## src/rtl/lmc_pkg.sv

```systemverilog
`timescale 1ns / 1ps
package lmc_pkg;

  localparam int PIX_W          = 8;
  localparam int DIM_W          = 13;
  localparam int CFG_W          = 9;
  localparam int IDX_W          = 2;
  localparam int VSEL_W         = 3;
  localparam int OUT_W          = 17;
  localparam int HS_W           = 16;
  localparam int SUM_W          = 24;
  localparam int NORM_SHIFT     = 8;
  localparam int DEF_MAX_WIDTH  = 256;
  localparam int DEF_MAX_HEIGHT = 256;
  localparam int Q_DEPTH        = 4;
  localparam int QCNT_W         = $clog2(Q_DEPTH + 1);

  localparam logic [IDX_W-1:0] REG_ROW_VECTOR    = 2'd0;
  localparam logic [IDX_W-1:0] REG_COLUMN_VECTOR = 2'd1;
  localparam logic [IDX_W-1:0] REG_FRAME_WIDTH   = 2'd2;
  localparam logic [IDX_W-1:0] REG_FRAME_HEIGHT  = 2'd3;

  localparam logic [VSEL_W-1:0] SEL_L5 = 3'd0;
  localparam logic [VSEL_W-1:0] SEL_R5 = 3'd4;

  localparam logic signed [OUT_W-1:0] FILT_MAX = 17'sd65280;
  localparam logic signed [OUT_W-1:0] FILT_MIN = -17'sd65280;

  localparam logic signed [3:0] LAWS_VEC [5][5] = '{
    '{4'sd1,  4'sd4,  4'sd6, 4'sd4,  4'sd1},
    '{-4'sd1, -4'sd2, 4'sd0, 4'sd2,  4'sd1},
    '{-4'sd1, 4'sd0,  4'sd2, 4'sd0,  -4'sd1},
    '{-4'sd1, 4'sd2,  4'sd0, -4'sd2, 4'sd1},
    '{4'sd1,  -4'sd4, 4'sd6, -4'sd4, 4'sd1}
  };

  typedef logic [4:0][4:0][PIX_W-1:0] lmc_win_t;

  // One classified window on its way to the arithmetic.
  typedef struct packed {
    lmc_win_t                win;
    logic [4:0][2:0]         rslot;
    logic [4:0][2:0]         cslot;
    logic [VSEL_W-1:0]       rv;
    logic [VSEL_W-1:0]       cv;
    logic                    last;
  } lmc_rec_t;

  localparam int REC_W = $bits(lmc_rec_t);

  function automatic logic signed [3:0] laws_coef(input logic [VSEL_W-1:0] v,
                                                  input logic [2:0] i);
    return LAWS_VEC[v][i];
  endfunction

  // Window slot for coordinate pos+k-2, mirrored without repeating the edge.
  function automatic logic [2:0] mirror_slot(input logic [DIM_W-1:0] pos,
                                             input logic [2:0] k,
                                             input logic [DIM_W-1:0] n);
    logic signed [DIM_W+1:0] p;
    logic signed [DIM_W+1:0] nn;
    logic signed [DIM_W+1:0] x;
    p  = signed'({2'b00, pos});
    nn = signed'({2'b00, n});
    x  = p + signed'({{(DIM_W-1){1'b0}}, k}) - (DIM_W+2)'(2);
    if (x < 0) x = -x;
    if (x >= nn) x = ((nn - (DIM_W+2)'(1)) <<< 1) - x;
    x = x - p + (DIM_W+2)'(2);
    return x[2:0];
  endfunction

endpackage

```

## src/rtl/lmc_if.sv

```systemverilog


interface lmc_result_if import lmc_pkg::*; ();
  logic                    valid;
  logic                    ready;
  logic signed [OUT_W-1:0] filtered;
  logic                    last_of_frame;
  modport source (output valid, filtered, last_of_frame, input ready);
  modport sink (input valid, filtered, last_of_frame, output ready);
endinterface

```

## src/rtl/lmc_queue.sv

```systemverilog
`timescale 1ns / 1ps
module lmc_queue import lmc_pkg::*; #(
  parameter int WIDTH = 8,
  parameter int DEPTH = Q_DEPTH
) (
  input  logic                       clk,
  input  logic                       rst,
  input  logic                       push,
  input  logic [WIDTH-1:0]           push_data,
  input  logic                       pop,
  output logic [WIDTH-1:0]           pop_data,
  output logic [$clog2(DEPTH+1)-1:0] count
);
  localparam int PW = $clog2(DEPTH);

  logic [WIDTH-1:0] slots [DEPTH];
  logic [PW-1:0]    wr_ptr;
  logic [PW-1:0]    rd_ptr;

  assign pop_data = slots[rd_ptr];

  always_ff @(posedge clk) begin
    if (push) slots[wr_ptr] <= push_data;
  end

  always_ff @(posedge clk) begin
    if (rst) begin
      wr_ptr <= '0;
      rd_ptr <= '0;
      count  <= '0;
    end else begin
      if (push) wr_ptr <= (wr_ptr == PW'(DEPTH - 1)) ? '0 : wr_ptr + 1'b1;
      if (pop) rd_ptr <= (rd_ptr == PW'(DEPTH - 1)) ? '0 : rd_ptr + 1'b1;
      case ({push, pop})
        2'b10:   count <= count + 1'b1;
        2'b01:   count <= count - 1'b1;
        default: count <= count;
      endcase
    end
  end
endmodule

```

## src/rtl/lmc_back.sv

```systemverilog
`timescale 1ns / 1ps
module lmc_back import lmc_pkg::*; (
  input  logic              clk,
  input  logic              rst,
  input  lmc_rec_t          rec,
  input  logic [QCNT_W-1:0] q_count,
  output logic              pop,
  lmc_result_if.source      result
);
  logic                           v1, v2, div1;
  logic signed [4:0][HS_W-1:0]    hsum1;
  logic [VSEL_W-1:0]              rv1;
  logic                           last1, last2;
  logic signed [OUT_W-1:0]        res2;
  logic signed [4:0][HS_W-1:0]    hsum;
  logic signed [SUM_W-1:0]        sum;
  logic [QCNT_W-1:0]              o_count;
  logic [OUT_W:0]                 o_data;
  logic                           o_pop;

  // Take a window only when the output queue can absorb everything in flight.
  assign pop = (q_count != '0) &&
               (({1'b0, o_count} + (QCNT_W+1)'(v1) + (QCNT_W+1)'(v2)) < (QCNT_W+1)'(Q_DEPTH));

  always_comb begin
    for (int k = 0; k < 5; k++) begin
      hsum[k] = '0;
      for (int l = 0; l < 5; l++) begin
        hsum[k] = hsum[k] + HS_W'(laws_coef(rec.cv, 3'(l)) *
                  signed'({1'b0, rec.win[rec.rslot[k]][rec.cslot[l]]}));
      end
    end
    sum = '0;
    for (int k = 0; k < 5; k++) begin
      sum = sum + SUM_W'(laws_coef(rv1, 3'(k)) * signed'(hsum1[k]));
    end
  end

  always_ff @(posedge clk) begin
    if (rst) begin
      v1 <= 1'b0;
      v2 <= 1'b0;
    end else begin
      v1 <= pop;
      v2 <= v1;
    end
  end

  always_ff @(posedge clk) begin
    if (pop) begin
      hsum1 <= hsum;
      rv1   <= rec.rv;
      div1  <= (rec.rv == SEL_L5) && (rec.cv == SEL_L5);
      last1 <= rec.last;
    end
    if (v1) begin
      // L5xL5 sums to 256 and is never negative: a shift divides exactly.
      res2  <= div1 ? OUT_W'(sum >>> NORM_SHIFT) : OUT_W'(sum);
      last2 <= last1;
    end
  end

  lmc_queue #(.WIDTH(OUT_W + 1), .DEPTH(Q_DEPTH)) u_outq (
    .clk       (clk),
    .rst       (rst),
    .push      (v2),
    .push_data ({last2, res2}),
    .pop       (o_pop),
    .pop_data  (o_data),
    .count     (o_count)
  );

  assign o_pop                = result.valid & result.ready;
  assign result.valid         = o_count != '0;
  assign result.filtered      = o_data[OUT_W-1:0];
  assign result.last_of_frame = o_data[OUT_W];
endmodule

```

## src/flat_wrapper.sv

```systemverilog
// flat-port wrapper written by rule: the top's interface ports become plain ports
module lmc_back_flat import lmc_pkg::*;
  (clk, rst, rec, q_count, pop, result_valid, result_filtered, result_last_of_frame, result_ready);
  lmc_result_if result_i ();
  input  logic clk;
  input  logic rst;
  input  lmc_rec_t rec;
  input  logic [QCNT_W-1:0] q_count;
  output logic pop;
  output wire logic [$bits(result_i.valid)-1:0] result_valid;
  output wire logic [$bits(result_i.filtered)-1:0] result_filtered;
  output wire logic [$bits(result_i.last_of_frame)-1:0] result_last_of_frame;
  input wire logic [$bits(result_i.ready)-1:0] result_ready;
  assign result_valid = result_i.valid;
  assign result_filtered = result_i.filtered;
  assign result_last_of_frame = result_i.last_of_frame;
  assign result_i.ready = result_ready;
  lmc_back u_core (.clk(clk), .rst(rst), .rec(rec), .q_count(q_count), .pop(pop), .result(result_i));
endmodule
```

## config.mk

```make
export PLATFORM = sky130hd
export DESIGN_NAME = lmc_back_flat
export DESIGN_NICKNAME = d
export VERILOG_FILES = /design/src/rtl/lmc_pkg.sv /design/src/rtl/lmc_if.sv /design/src/rtl/lmc_queue.sv /design/src/rtl/lmc_back.sv /design/src/flat_wrapper.sv
export SDC_FILE = /design/constraint.sdc
export NUM_CORES = 2
export LEC_CHECK = 0
export ABC_AREA = 0
export BUFFER_PORTS_ARGS = -buffer_cell sky130_fd_sc_hd__buf_2
export CAP_MARGIN = 20
export CELL_PAD_IN_SITES_DETAIL_PLACEMENT = 1
export CELL_PAD_IN_SITES_GLOBAL_PLACEMENT = 1
export CORE_UTILIZATION = 55
export CTS_CLUSTER_DIAMETER = 150
export CTS_CLUSTER_SIZE = 8
export DETAILED_ROUTE_END_ITERATION = 8
export PLACE_DENSITY_LB_ADDON = 0.2
export RECOVER_POWER = 100
export SLEW_MARGIN = 20
export SYNTH_ARGS = -nofsm -noshare
export SYNTH_HDL_FRONTEND = slang
export SYNTH_SLANG_ARGS = --single-unit
```

## constraint.sdc

```tcl
create_clock -name clk -period 14.73 [get_ports clk]
set_input_delay 2.946 -clock clk [delete_from_list [all_inputs] [get_ports clk]]
set_output_delay 2.946 -clock clk [all_outputs]
set_load 0.01 [all_outputs]
```

==> results.toml <==
[floorplanning]
die_w_um = 337
initial_utilization_pct = 55.5
ios = 263
core_um2 = 111000
rows = 122
die_y_um = 337
die_area_um2 = 113000

[finish]
layout_common_cells = "ha_1 (956), inv_1 (876), fa_1 (542), nand2_1 (489), nor2_1 (369)"
layout-drive-gt1-share_pct = 10.8
area_growth_pct = 5.30
final_common_cell = "ha_1"
fill_cells = 12927
num-nets-final = 8667

[grt]
antenna_found_initial = 14
grt_max_degree = 87
track_usage_pct = 51.7
grt_pass1_wl_mm = 427
grt_pass1_vias = 63381
grt_overflow_total = 0

[clocking]
htreeDepth = 4
cts_buffers = 17
cts_resized = 0
clk_pin_slew_worst_paths_ps = 90
clock-sinks = 186
hold_buffers = 0
post_cts_buffers = 0
clk_latency_ps = 530
cts.path.max_buffers = 2
cts_tree = "done"
cts_root_buf = "clkbuf_16"

[detailed_routing]
num_vias = 59771
drc = 0
ant_nets = 0
routed_wirelength_mm = 296
first_pass_iters = 8
drtIter0Drc = 6941
routedWlPerCell_um = 35.1
viasPerCell = 7.09

[worst_setup_path]
crit_top_cell = "fa_1"
cp-start-kind = "input pin"
critPathRequiredTime_ps = 15000
slowest_stage = "clkbuf_1"
rr_worst_depth = 33
r2r_setup_slack_ps = 2770
crit_type = "input pin to flop"
crit_path_end_kind = "flop"
crit_fanout = 34
critPathArrivalTime_ps = 13710
r2r_start = "u_core.rv1[0]"
regToRegEndpoint = "u_core.res2[13]"
slowest_delay_ps = 1860

[synthesis]
synth_edf_count = 175
syn_area_um2 = 61600
ys_types = 84
syn-num-nets = 8625
synth-seq-cells = 186
synth_warnings = 0
synth_ff_type = "edfxtp_1"
async_flop_share_pct = 0
synth_cells = 6884
synth_seq_area_share_pct = 8.90
syn_area_per_cell_um2 = 8.94

[sta]
hold_viol_final = 0
grt_setup_unrepaired = "no"
slew_headroom_pct = -295
period_share_pct = 91.2
worst_pin_slew_ps = 5930
min_period_ps = 13440
max_freq_ghz = 0.0744
skew_ps = 26.4
final.setup.tns_ps = 0
whs_ps = 450
slew_viol_final = 227
setup_viol = 0

[hold_path]
hold_path_class = "flop to flop"
whs_path_depth = 0
min_to = "u_core.last2"
min-delay-start = "u_core.last1"

[placed_design]
io_buffers = 262
place_congestion = 1.12
dp_hpwl_mm = 227

[run_status]
violations = "capacitance limit, slew limit"
status = "finished with violations"

[run]
drv_cap = 8
## worst max-delay path: cells and delay by family
| family | cells | cell delay (ps) |
|---|---|---|
| AOI/OAI and AO/OA | 12 | 2900 |
| xor gates and xnor gates | 2 | 380 |
| adders and majority gates | 9 | 3990 |
| buffers and inverters | 6 | 2730 |
| muxes | 2 | 700 |
## registers in the layout, indices dropped and copies added (netlist names), named ones only
register / flops
u_core.u_outq.wr_ptr: 2
u_core.u_outq.count: 3
u_core.div1: 1
u_core.u_outq.rd_ptr: 2
u_core.v2: 1
u_core.last2: 1
u_core.rv1: 3
u_core.res2: 17
u_core.last1: 1
u_core.v1: 1
u_core.u_outq.slots: 72
u_core.hsum1: 80
## layout make-up
cell class	count	area, um2	area share, %
multi-input cells	5440	51200	79.0
flip-flops and latches	186	5480	8.45
inverters	892	3350	5.17
repair buffers	389	2240	3.45
well taps	1488	1860	2.87
clock buffers	17	425	0.656
clock inverters	15	225	0.347
diodes	7	17.5	0.0270
## cells by family (layout without fill, tap and decap cells)
| logic type | after synthesis | count (layout) | synth area share, % |
|---|---|---|---|
| AO/OA/AOI/OAI | 1635 | 1635 | 17.9 |
| buffers and inverters | 1258 | 1313 | 8.04 |
| other | 0 | 7 | 0 |
| flip-flops | 186 | 186 | 8.90 |
| AND/OR/NAND/NOR | 1397 | 1397 | 10.5 |
| XOR/XNOR | 349 | 349 | 4.97 |
| multiplexers | 561 | 561 | 12.7 |
| adder cells (fa/ha/maj) | 1498 | 1498 | 37.1 |
## synthesized netlist by cell type (53+ instances only)
cell / instances / area share [%]
a21o_1: 122 / 1.5
a21oi_1: 347 / 2.8
a22o_1: 81 / 1.2
a22oi_1: 134 / 1.6
and2_1: 83 / 0.84
clkbuf_1: 240 / 1.5
edfxtp_1: 175 / 8.5
fa_1: 542 / 18
ha_1: 956 / 19
inv_1: 877 / 5.3
mux2_2: 60 / 1.1
mux2i_1: 328 / 5.3
mux4_2: 169 / 6.2
nand2_1: 489 / 3.0
nand2b_1: 104 / 1.1
nor2_1: 380 / 2.3
nor2b_1: 59 / 0.60
nor3_1: 64 / 0.52
o21ai_0: 270 / 2.2
o21ai_1: 53 / 0.43
o21bai_1: 63 / 0.77
o22ai_1: 158 / 1.6
xnor2_1: 230 / 3.3
xor2_1: 119 / 1.7
## worst max-delay path by stage
stage,start,slack (ps),to
CTS,rec[31],2420,u_core.hsum1[62]
detailed placement,rec[31],2140,u_core.hsum1[62]
global placement,rec[31],2480,u_core.hsum1[61]
global route,rec[31],930,u_core.hsum1[62]
floorplan,q_count[1],2820,pop
finish,rec[26],1290,u_core.hsum1[30]
## metrics by stage
stage | utilization (%) | cell area (um2) | setup slack (ps) | std cells
2_1_floorplan | - | 61600 | 2820 | 6884
3_3_place_gp | 57.9 | 64200 | 2480 | 8392
3_5_place_dp | 57.9 | 64200 | 2140 | 8393
4_1_cts | 58.5 | 64800 | 2420 | 8425
5_1_grt | 58.5 | 64800 | 932 | 8428
6_report | 58.5 | 64800 | 1290 | 8434
## routing by layer
| metal | vias up | part of all wire, % | track usage [%] |
|---|---|---|---|
| met4 | 18 | 10 | 43.4 |
| li1 | 24400 | - | - |
| met5 | - | 0.058 | 0.468 |
| met2 | 4232 | 42 | 77.2 |
| met3 | 1485 | 12 | 17.8 |
| met1 | 29636 | 36 | 59.6 |
Power is not shown: default switching activity piles up to over one toggle a cycle in this logic, so the estimate is an artifact.
