$ cat src/rtl/lmc_pkg.sv
`timescale 1ns / 1ps
package lmc_pkg;

  localparam int PIX_W          = 8;
  localparam int DIM_W          = 13;
  localparam int CFG_W          = 9;
  localparam int IDX_W          = 2;
  localparam int VSEL_W         = 3;
  localparam int OUT_W          = 17;
  localparam int HS_W           = 16;
  localparam int SUM_W          = 24;
  localparam int NORM_SHIFT     = 8;
  localparam int DEF_MAX_WIDTH  = 256;
  localparam int DEF_MAX_HEIGHT = 256;
  localparam int Q_DEPTH        = 4;
  localparam int QCNT_W         = $clog2(Q_DEPTH + 1);

  localparam logic [IDX_W-1:0] REG_ROW_VECTOR    = 2'd0;
  localparam logic [IDX_W-1:0] REG_COLUMN_VECTOR = 2'd1;
  localparam logic [IDX_W-1:0] REG_FRAME_WIDTH   = 2'd2;
  localparam logic [IDX_W-1:0] REG_FRAME_HEIGHT  = 2'd3;

  localparam logic [VSEL_W-1:0] SEL_L5 = 3'd0;
  localparam logic [VSEL_W-1:0] SEL_R5 = 3'd4;

  localparam logic signed [OUT_W-1:0] FILT_MAX = 17'sd65280;
  localparam logic signed [OUT_W-1:0] FILT_MIN = -17'sd65280;

  localparam logic signed [3:0] LAWS_VEC [5][5] = '{
    '{4'sd1,  4'sd4,  4'sd6, 4'sd4,  4'sd1},
    '{-4'sd1, -4'sd2, 4'sd0, 4'sd2,  4'sd1},
    '{-4'sd1, 4'sd0,  4'sd2, 4'sd0,  -4'sd1},
    '{-4'sd1, 4'sd2,  4'sd0, -4'sd2, 4'sd1},
    '{4'sd1,  -4'sd4, 4'sd6, -4'sd4, 4'sd1}
  };

  typedef logic [4:0][4:0][PIX_W-1:0] lmc_win_t;

  // One classified window on its way to the arithmetic.
  typedef struct packed {
    lmc_win_t                win;
    logic [4:0][2:0]         rslot;
    logic [4:0][2:0]         cslot;
    logic [VSEL_W-1:0]       rv;
    logic [VSEL_W-1:0]       cv;
    logic                    last;
  } lmc_rec_t;

  localparam int REC_W = $bits(lmc_rec_t);

  function automatic logic signed [3:0] laws_coef(input logic [VSEL_W-1:0] v,
                                                  input logic [2:0] i);
    return LAWS_VEC[v][i];
  endfunction

  // Window slot for coordinate pos+k-2, mirrored without repeating the edge.
  function automatic logic [2:0] mirror_slot(input logic [DIM_W-1:0] pos,
                                             input logic [2:0] k,
                                             input logic [DIM_W-1:0] n);
    logic signed [DIM_W+1:0] p;
    logic signed [DIM_W+1:0] nn;
    logic signed [DIM_W+1:0] x;
    p  = signed'({2'b00, pos});
    nn = signed'({2'b00, n});
    x  = p + signed'({{(DIM_W-1){1'b0}}, k}) - (DIM_W+2)'(2);
    if (x < 0) x = -x;
    if (x >= nn) x = ((nn - (DIM_W+2)'(1)) <<< 1) - x;
    x = x - p + (DIM_W+2)'(2);
    return x[2:0];
  endfunction

endpackage

$ cat src/rtl/lmc_queue.sv
`timescale 1ns / 1ps
module lmc_queue import lmc_pkg::*; #(
  parameter int WIDTH = 8,
  parameter int DEPTH = Q_DEPTH
) (
  input  logic                       clk,
  input  logic                       rst,
  input  logic                       push,
  input  logic [WIDTH-1:0]           push_data,
  input  logic                       pop,
  output logic [WIDTH-1:0]           pop_data,
  output logic [$clog2(DEPTH+1)-1:0] count
);
  localparam int PW = $clog2(DEPTH);

  logic [WIDTH-1:0] slots [DEPTH];
  logic [PW-1:0]    wr_ptr;
  logic [PW-1:0]    rd_ptr;

  assign pop_data = slots[rd_ptr];

  always_ff @(posedge clk) begin
    if (push) slots[wr_ptr] <= push_data;
  end

  always_ff @(posedge clk) begin
    if (rst) begin
      wr_ptr <= '0;
      rd_ptr <= '0;
      count  <= '0;
    end else begin
      if (push) wr_ptr <= (wr_ptr == PW'(DEPTH - 1)) ? '0 : wr_ptr + 1'b1;
      if (pop) rd_ptr <= (rd_ptr == PW'(DEPTH - 1)) ? '0 : rd_ptr + 1'b1;
      case ({push, pop})
        2'b10:   count <= count + 1'b1;
        2'b01:   count <= count - 1'b1;
        default: count <= count;
      endcase
    end
  end
endmodule

$ cat config.mk
export PLATFORM = sky130hd
export DESIGN_NAME = lmc_queue
export DESIGN_NICKNAME = d
export VERILOG_FILES = /design/src/rtl/lmc_pkg.sv /design/src/rtl/lmc_queue.sv
export SDC_FILE = /design/constraint.sdc
export NUM_CORES = 1
export LEC_CHECK = 0
export BUFFER_PORTS_ARGS = -buffer_cell sky130_fd_sc_hd__buf_2
export CAP_MARGIN = 0
export CORE_ASPECT_RATIO = 0.75
export CORE_MARGIN = 1
export CORE_UTILIZATION = 35
export CTS_BUF_LIST = sky130_fd_sc_hd__clkbuf_8
export DETAILED_ROUTE_END_ITERATION = 8
export GPL_TIMING_DRIVEN = 0
export MAX_ROUTING_LAYER = met4
export PLACE_DENSITY = 0.58
export SLEW_MARGIN = 30
export SYNTH_ARGS = -nofsm -noshare
export SYNTH_HDL_FRONTEND = slang
export SYNTH_SLANG_ARGS = --single-unit
export TNS_END_PERCENT = 50
$ cat constraint.sdc
create_clock -name clk -period 1.62 [get_ports clk]
set_input_delay 0.081 -clock clk [delete_from_list [all_inputs] [get_ports clk]]
set_output_delay 0.081 -clock clk [all_outputs]
set_load 0.1 [all_outputs]
==> results of run 1 <==
==> per-stage QoR <==
stage,hold WS [ps],area [um2],setup WS [ps]
final,9.85,2020,43.5
after global routing,3.41,2020,-13.4
after CTS,6.37,1990,0.138
after detailed placement,300,1770,57.4
after global placement,291,1770,104
after floorplan,146,1590,25.1
==> how the worst max path moves through the flow <==
stage | endpoint | slack [ps] | cells past startpoint
2_1_floorplan | count[2] | 30 | 4
3_3_place_gp | count[2] | 100 | 7
3_5_place_dp | count[2] | 60 | 7
4_1_cts | pop_data[6] | 0.1 | 3
5_1_grt | pop_data[3] | -10 | 3
6_report | pop_data[2] | 40 | 3
==> registers in the layout, summed over array words and instances, names as in the netlist, named ones only <==
| signal | count |
|---|---|
| count | 3 |
| rd_ptr | 2 |
| slots | 32 |
| wr_ptr | 2 |
==> timing repair <==
action / 4_1_cts / 5_1_grt
buffers inserted: 0 / 0
setup endpoints to repair: 8 / 8
hold endpoints to repair: 24 / 0
hold buffers: 6 / 0
gates resized for setup: 17 / 6
==> power by group <==
| part | leakage (nW) | switching (mW) | internal [mW] |
|---|---|---|---|
| registers | 0.369 | 0.0241 | 1.19 |
| clock network | 0.0543 | 0.352 | 0.461 |
| logic | 0.325 | 0.380 | 0.167 |
==> logic make-up after synthesis <==
| family | count (synthesis) | share of synthesized area |
|---|---|---|
| compound gates | 4 | 0.0126 |
| mux | 11 | 0.133 |
| fa+ha+maj | 7 | 0.0600 |
| simple gates | 13 | 0.0434 |
| flops | 41 | 0.720 |
| buf+inv | 6 | 0.0197 |
| xor+xnor | 2 | 0.0111 |
==> routing by layer <==
metal | vias up | GRT usage | wire (um)
li1 | 387 | - | -
met1 | 403 | 0.125 | 989
met2 | 16 | 0.206 | 1210
met3 | 5 | 0.0504 | 95
met4 | 0 | 0.0623 | 41
met5 | - | - | 0
==> critical path: cells and delay by family, from the launching register on <==
family                 cells  cell delay, ps
buffers and inverters      2             330
multiplexers               1             540
flip-flops                 1             340
==> cells in the final DEF (no fill, tap or decap) <==
master / synthesis / layout
buf_2: 0 / 14
clkbuf_8: 0 / 5
clkinvlp_4: 0 / 1
and2_1: 4 / 4
fa_1: 1 / 1
xor2_1: 1 / 1
mux4_2: 8 / 8
a21oi_1: 3 / 3
nor3b_1: 2 / 2
edfxtp_1: 32 / 32
buf_12: 0 / 3
mux2i_1: 3 / 3
clkbuf_2: 1 / 1
o21ai_0: 1 / 1
or3_1: 1 / 1
buf_6: 1 / 6
ha_1: 6 / 6
xnor2_1: 1 / 1
clkinv_4: 0 / 1
inv_1: 4 / 4
dlygate4sd3_1: 0 / 6
dfxtp_1: 9 / 6
bufinv_16: 0 / 1
dfxtp_2: 0 / 3
nor2_1: 6 / 6
==> layout make-up <==
type | instances | area, um2
Sequential cell | 41 | 1140
Timing Repair Buffer | 28 | 238
Tap cell | 55 | 68.8
Fill cell | 357 | 2190
Clock inverter | 3 | 46.3
Multi-Input combinational cell | 37 | 412
Buffer | 2 | 25.0
Inverter | 4 | 15.0
Clock buffer | 5 | 68.8
==> flow_metrics.env, run 1 <==
export IMPL_hold_violations=0
export IMPL_drv_slew=0
export IMPL_vias_per_cell=4.63
export IMPL_grt_usage=0.123
export IMPL_ios=23
export IMPL_period_needed_ps=1580
export IMPL_slowest_stage="mux4_2"
export IMPL_synth_area_leaders="edfxtp_1, dfxtp_1, mux4_2"
export IMPL_r2r_end="count[2]"
export IMPL_dp_cells=161
export IMPL_period_share=0.973
export IMPL_dp_hpwl_um=1600
export IMPL_avgSynthCellArea_um2=18.9
export IMPL_clock_root_buffer="clkbuf_8"
export IMPL_fin_setup_tns_ps=0
export IMPL_port_buffers=22
export IMPL_grt_max_degree=15
export IMPL_worstPathRequired_ps=1540
export IMPL_rsz0062_at_grt="yes"
export IMPL_synthToLayoutAreaGrowth_pct=27.4
export IMPL_cp_cell_sequence="buf_12, mux4_2, buf_12"
export IMPL_ys_warnings_count=0
export IMPL_regToRegSetupSlack_ps=210
export IMPL_die_area_mm2=0.00480
export IMPL_hp_class="input port to flip-flop"
export IMPL_grt_pass1_vias=821
export IMPL_synth_fp_nets=103
export IMPL_setup_viol=0
export IMPL_synth_flop_cell="edfxtp_1"
export IMPL_grt_pass1_wl_um=3860
export IMPL_synth_commonest_cells="edfxtp_1, dfxtp_1, mux4_2, ha_1, nor2_1"
export IMPL_leakage_nw=0.748
export IMPL_min_path_cells=1
export IMPL_maxCapViolCount=0
export IMPL_synth_edf_count=32
export IMPL_final_layout_size_suffix_gt1_frac=0.358
export IMPL_antenna_found_initial=0
export IMPL_yosysMostFrequentCell="edfxtp_1"
export IMPL_async_flop_share=0
export IMPL_cts_buffer_depth=2
export IMPL_hp_start="push_data[1]"
export IMPL_power_mw=2.58
export IMPL_final_nets=138
export IMPL_arrival_ps=1500
export IMPL_fp_coreArea_mm2=0.00420
export IMPL_place_congestion=0.689
export IMPL_endpoint_kind="output port"
export IMPL_synthDistinctLibCells=17
export IMPL_wl_um=2330
export IMPL_finClkSkew_ps=3.32
export IMPL_cpMostUsedCell="buf_12"
export IMPL_critPathMaxStageDelay_ps=540
export IMPL_holdPathEnd="slots[0][1]"
export IMPL_synth_seq_cells=41
export IMPL_worst_path_max_fanout=8
export IMPL_final_cells=175
export IMPL_synth_seq_area_share=0.720
export IMPL_clkSinkCount=41
export IMPL_critPathLaunchType="flip-flop"
export IMPL_initial_utilization=0.377
export IMPL_netlist_area_leader_share=0.607
export IMPL_ant_nets=0
export IMPL_drtIter0Drc=51
export IMPL_outcome="completed"
export IMPL_cts_buffers=5
export IMPL_fin_util=0.480
export IMPL_slew_headroom=0.679
export IMPL_synth_top_area_cell="edfxtp_1"
export IMPL_wl_per_cell_um=13.3
export IMPL_grt_overflow=0
export IMPL_first_pass_iters=4
export IMPL_die_y_um=60.3
export IMPL_die_w_um=79.7
export IMPL_n_antenna_cell=0
export IMPL_cts_tree="yes"
export IMPL_worst_pin_slew_ps=485
export IMPL_drc_errors=0
export IMPL_rows=20
export IMPL_critical_path_class="flip-flop to output port"
export IMPL_netlist_instances=84
export IMPL_htreeDepth=2
export IMPL_clk_latency_ps=290
export IMPL_ir_worst_vdd_v=0.000584
export IMPL_syn_area_mm2=0.00158
export IMPL_clkTransAtPathRegs_ps=80
export IMPL_vias=811
export IMPL_powerDensity_mw_per_mm2=1280
export IMPL_reg2reg_depth=4
export IMPL_max_freq_ghz=0.634
export IMPL_r2r_start="count[0]"
Note: power is estimated with default switching activity, not from simulation.
==> run 2, diff against run 1 <==
PLACE_DENSITY = 0.64   (was 0.58)
TNS_END_PERCENT = 10   (was 50)
==> run 2 against run 1 <==
Register-to-register slack is essentially flat. Via count increased by 1.1%. Largest power group unchanged. Hold slack lost 1.5 ps. Fmax up 0.17%. Final cell count stayed put. Routed wire length increased by 4.9%. Sequential cell count stayed put. Clock power down 17%. Global-route usage grew 0.43 points. Non-clock buffer count unchanged. Highest routed layer unchanged.
==> flow_metrics.env, run 2 (same netlist as run 1, synthesis figures left out) <==
export IMPL_outcome="completed"
export IMPL_hp_class="input port to flip-flop"
export IMPL_cts_buffers=5
export IMPL_stdcell_area_mm2=0.00199
export IMPL_clk_latency_ps=290
export IMPL_grt_pass1_wl_um=4010
export IMPL_cts_buffer_depth=2
export IMPL_regToRegSetupSlack_ps=200
export IMPL_fin_util=0.474
export IMPL_r2r_end="count[2]"
export IMPL_wl_um=2450
export IMPL_die_area_mm2=0.00480
export IMPL_dp_hpwl_um=1740
export IMPL_synthToLayoutAreaGrowth_pct=25.7
export IMPL_post_dp_cell_area_mm2=0.00177
export IMPL_n_antenna_cell=0
export IMPL_fin_ws_ps=46.2
export IMPL_grt_pass1_vias=832
export IMPL_maxCapViolCount=0
export IMPL_final_nets=138
export IMPL_hp_start="push_data[3]"
export IMPL_clkTransAtPathRegs_ps=80
export IMPL_clkSinkCount=41
export IMPL_critPathLaunchType="flip-flop"
export IMPL_critical_path_class="flip-flop to output port"
export IMPL_period_share=0.972
export IMPL_vias_per_cell=4.69
export IMPL_antenna_found_initial=0
export IMPL_grt_max_degree=14
export IMPL_arrival_ps=1490
export IMPL_ir_worst_vdd_v=0.000518
export IMPL_htreeDepth=2
export IMPL_period_needed_ps=1570
export IMPL_fillCellCount=378
export IMPL_ios=23
export IMPL_worstPathRequired_ps=1540
export IMPL_die_w_um=79.7
export IMPL_final_layout_size_suffix_gt1_frac=0.358
export IMPL_drc_errors=0
export IMPL_reg_top3="slots (32), count (3)"
export IMPL_leakage_nw=0.742
export IMPL_hold_violations=0
export IMPL_mostFrequentLayoutCells="edfxtp_1, buf_2, mux4_2"
export IMPL_port_buffers=22
export IMPL_cts_tree="yes"
export IMPL_place_congestion=0.696
export IMPL_drtIter0Drc=60
export IMPL_r2r_start="count[0]"
export IMPL_worst_pin_slew_ps=484
export IMPL_multi_input_area_um2=412
export IMPL_rsz0062_at_grt="yes"
export IMPL_largest_reg_flops=32
export IMPL_postCtsSetupRepairBufs=0
export IMPL_max_freq_ghz=0.635
export IMPL_seqCellArea_mm2=0.00114
export IMPL_dpl_worst_slack_ps=51.7
export IMPL_reg2reg_depth=4
export IMPL_fin_hold_ws_ps=8.37
export IMPL_initial_utilization=0.377
export IMPL_wl_per_cell_um=14.0
export IMPL_mostFrequentLayoutCell="edfxtp_1"
export IMPL_first_pass_iters=4
export IMPL_drv_slew=0
export IMPL_die_y_um=60.3
export IMPL_slew_headroom=0.679
export IMPL_ant_nets=0
export IMPL_regMostFlops="slots"
export IMPL_powerDensity_mw_per_mm2=1220
export IMPL_fp_coreArea_mm2=0.00420
export IMPL_grt_overflow=0
export IMPL_rows=20
export IMPL_power_mw=2.44
export IMPL_setup_viol=0
export IMPL_worst_path_max_fanout=8
export IMPL_finClkSkew_ps=3.87
export IMPL_grt_usage=0.127
export IMPL_endpoint_kind="output port"
export IMPL_min_path_cells=1
export IMPL_holdPathEnd="slots[1][3]"
export IMPL_vias=820
export IMPL_clock_root_buffer="clkbuf_8"
-- run 2: cell count changes in the layout (fill, tap and decap cells not counted), sizes merged --
| cell | previous run | this run |
|---|---|---|
| bufinv | 1 | 0 |
| clkbuf | 6 | 7 |
| clkinv | 1 | 2 |
| clkinvlp | 1 | 0 |
-- run 2: per-stage QoR --
step | std cells | TNS (ps)
2_1_floorplan | 84 | 0
3_3_place_gp | 161 | 0
3_5_place_dp | 161 | 0
4_1_cts | 174 | -12.9
5_1_grt | 175 | -43.2
6_report | 175 | 0
-- run 2: power breakdown --
group / total (mW) / internal (mW) / leakage (nW) / switching (mW)
registers: 1.22 / 1.19 / 0.369 / 0.0252
logic: 0.542 / 0.162 / 0.322 / 0.380
clock network: 0.678 / 0.345 / 0.0512 / 0.333
total: 2.44 / 1.70 / 0.742 / 0.739
-- run 2: worst max-delay path by stage --
stage	start	end	slack, ps	cells past startpoint
after detailed placement	push	count[2]	50	7
after CTS	flip-flop	pop_data[1]	-7	3
final	flip-flop	pop_data[5]	50	3
after floorplan	count[0]	count[2]	30	4
after global placement	push	count[2]	100	7
after global routing	flip-flop	pop_data[5]	-20	3
-- run 2: area by class of cell --
class,count,area share
Tap cell,55,0.0346
Clock buffer,6,0.0415
Inverter,4,0.00754
Multi-Input combinational cell,37,0.207
Timing Repair Buffer,28,0.115
Sequential cell,41,0.575
Clock inverter,2,0.00691
Buffer,2,0.0126
-- run 2: metal layers --
layer / part of all wire / vias to the layer above / global-route usage / routed length, um
met5: 0 / - / - / 0
met4: 0.019 / 0 / 0.0571 / 46
met3: 0.053 / 8 / 0.0595 / 129
met2: 0.47 / 17 / 0.187 / 1160
met1: 0.46 / 408 / 0.149 / 1120
li1: - / 387 / - / -
-- run 2: timing repair --
| action | 4_1_cts | 5_1_grt |
|---|---|---|
| resized for setup | 16 | 5 |
| hold endpoints to repair | 17 | 4 |
| hold buffers | 5 | 1 |
| endpoints found under the setup margin | 8 | 8 |
-- run 2: worst max-delay path: stages (launching register included) --
cell and delay, ps:
dfxtp_2 340, buf_12 140, mux4_2 530, buf_12 190
==> run 3, diff against run 2 <==
CORE_UTILIZATION = 58   (was 35)
PLACE_DENSITY = 0.92   (was 0.64)
==> run 3 against run 2 <==
Critical path depth is the same. Clock power grew 16%. Sequential cell count is the same. Critical endpoint is now pop_data[6]. Largest cell class unchanged. The run now ends with hold timing left.
==> flow_metrics.env, run 3 (same netlist as run 1, synthesis figures left out) <==
export IMPL_outcome="finished with violations"
export IMPL_violations="hold timing"
export IMPL_htreeDepth=2
export IMPL_clkSinkCount=41
export IMPL_grt_pass1_wl_um=3570
export IMPL_dp_hpwl_um=1710
export IMPL_drv_slew=0
export IMPL_hp_class="input port to flip-flop"
export IMPL_grt_max_degree=14
export IMPL_cts_buffers=5
export IMPL_postCtsSetupRepairBufs=0
export IMPL_clkTransAtPathRegs_ps=80
export IMPL_min_path_cells=1
export IMPL_period_needed_ps=1570
export IMPL_reg_top3="slots (32), count (3)"
export IMPL_fin_hold_ws_ps=-3.68
export IMPL_fin_setup_tns_ps=0
export IMPL_port_buffers=22
export IMPL_n_antenna_cell=0
export IMPL_r2r_start="count[0]"
export IMPL_fillCellCount=170
export IMPL_fp_coreArea_mm2=0.00260
export IMPL_hold_violations=3
export IMPL_rows=16
export IMPL_vias=807
export IMPL_period_share=0.968
export IMPL_cts_buffer_depth=2
export IMPL_worstPathRequired_ps=1540
export IMPL_final_nets=134
export IMPL_wl_um=2430
export IMPL_vias_per_cell=5.31
export IMPL_max_freq_ghz=0.638
export IMPL_grt_pass1_vias=748
export IMPL_die_y_um=47.3
export IMPL_grt_usage=0.189
export IMPL_leakage_nw=0.733
export IMPL_initial_utilization=0.609
export IMPL_r2r_end="count[2]"
export IMPL_critPathLaunchType="flip-flop"
export IMPL_regToRegSetupSlack_ps=200
export IMPL_worst_path_max_fanout=8
export IMPL_arrival_ps=1490
export IMPL_maxCapViolCount=0
export IMPL_final_cells=152
export IMPL_wl_per_cell_um=16.0
export IMPL_synthToLayoutAreaGrowth_pct=22.4
export IMPL_clock_root_buffer="clkbuf_8"
export IMPL_finClkSkew_ps=7.24
export IMPL_largest_reg_flops=32
export IMPL_powerDensity_mw_per_mm2=1310
export IMPL_cts_tree="yes"
export IMPL_holdPathEnd="slots[1][5]"
export IMPL_regMostFlops="slots"
export IMPL_dp_cells=142
export IMPL_mostFrequentLayoutCells="edfxtp_1, buf_2, mux4_2"
export IMPL_place_congestion=0.648
export IMPL_first_pass_iters=4
export IMPL_die_area_mm2=0.00295
export IMPL_worst_pin_slew_ps=484
export IMPL_endpoint_kind="output port"
export IMPL_antenna_found_initial=0
export IMPL_drc_errors=0
export IMPL_grt_overflow=0
export IMPL_ir_worst_vdd_v=0.000899
export IMPL_reg2reg_depth=4
export IMPL_critical_path_class="flip-flop to output port"
export IMPL_drtIter0Drc=17
export IMPL_mostFrequentLayoutCell="edfxtp_1"
export IMPL_clk_latency_ps=290
export IMPL_slew_headroom=0.680
export IMPL_rsz0062_at_grt="no"
export IMPL_hp_start="push_data[5]"
export IMPL_die_w_um=62.3
export IMPL_ant_nets=0
export IMPL_final_layout_size_suffix_gt1_frac=0.362
export IMPL_setup_viol=0
export IMPL_ios=23
==> run 3: cell count changes in the layout (fill, tap and decap cells not counted), sizes merged <==
cell,change
dlygate4sd3,-4
bufinv,+1
clkbuf,-1
clkinv,-1
inv,+1
==> run 3: area by class of cell <==
cell class                      count  area [um2]  area share
Sequential cell                    41        1140       0.591
Multi-Input combinational cell     37         412       0.212
Timing Repair Buffer               24         189      0.0975
Clock buffer                        5        68.8      0.0355
Tap cell                           36        45.0      0.0232
Clock inverter                      3        38.8      0.0200
Buffer                              2        25.0      0.0129
Inverter                            4        15.0     0.00775
==> run 3: what timing repair did <==
action	CTS	global route
endpoints found under the hold margin	4	4
resized for setup	16	5
hold buffers	1	1
pin swaps	0	0
setup endpoints to repair	8	8
==> run 3: worst max-delay path by stage <==
stage | endpoint | slack (ps) | cells after the start
finish | pop_data[6] | 50 | 3
global route | pop_data[6] | 6 | 3
CTS | pop_data[6] | 7 | 3
detailed placement | count[2] | 50 | 7
global placement | count[2] | 110 | 7
floorplan | count[2] | 30 | 4
==> run 3: routing by layer <==
metal  GRT usage  wire length, um  vias to the layer above
met3      0.0728               98                        4
met1       0.207             1040                      406
met4      0.0698               23                        0
li1            -                -                      380
met5           -                0                        -
met2       0.325             1270                       17
==> run 3: power by group <==
group / total (mW) / switching [mW] / internal (mW)
Sequential: 1.22 / 0.0259 / 1.19
Clock: 0.787 / 0.336 / 0.451
Combinational: 0.533 / 0.378 / 0.155
Total: 2.54 / 0.740 / 1.80
==> run 3: stage by stage <==
stage / hold slack, ps / setup slack [ps] / instance area, um2 / util / total power, mW
floorplan: 146 / 25.1 / 1590 / - / 1.64
global placement: 291 / 106 / 1740 / 0.669 / 1.71
detailed placement: 299 / 52.0 / 1740 / 0.669 / 1.72
CTS: 0.389 / 6.81 / 1910 / 0.734 / 2.53
global route: 0.774 / 6.03 / 1940 / 0.745 / 2.62
finish: -3.68 / 52.4 / 1940 / 0.745 / 2.54
==> run 3: worst max-delay path: stages (launching register included) <==
cell and delay [ps]:
dfxtp_2 340, buf_12 130, mux4_2 510, buf_6 200
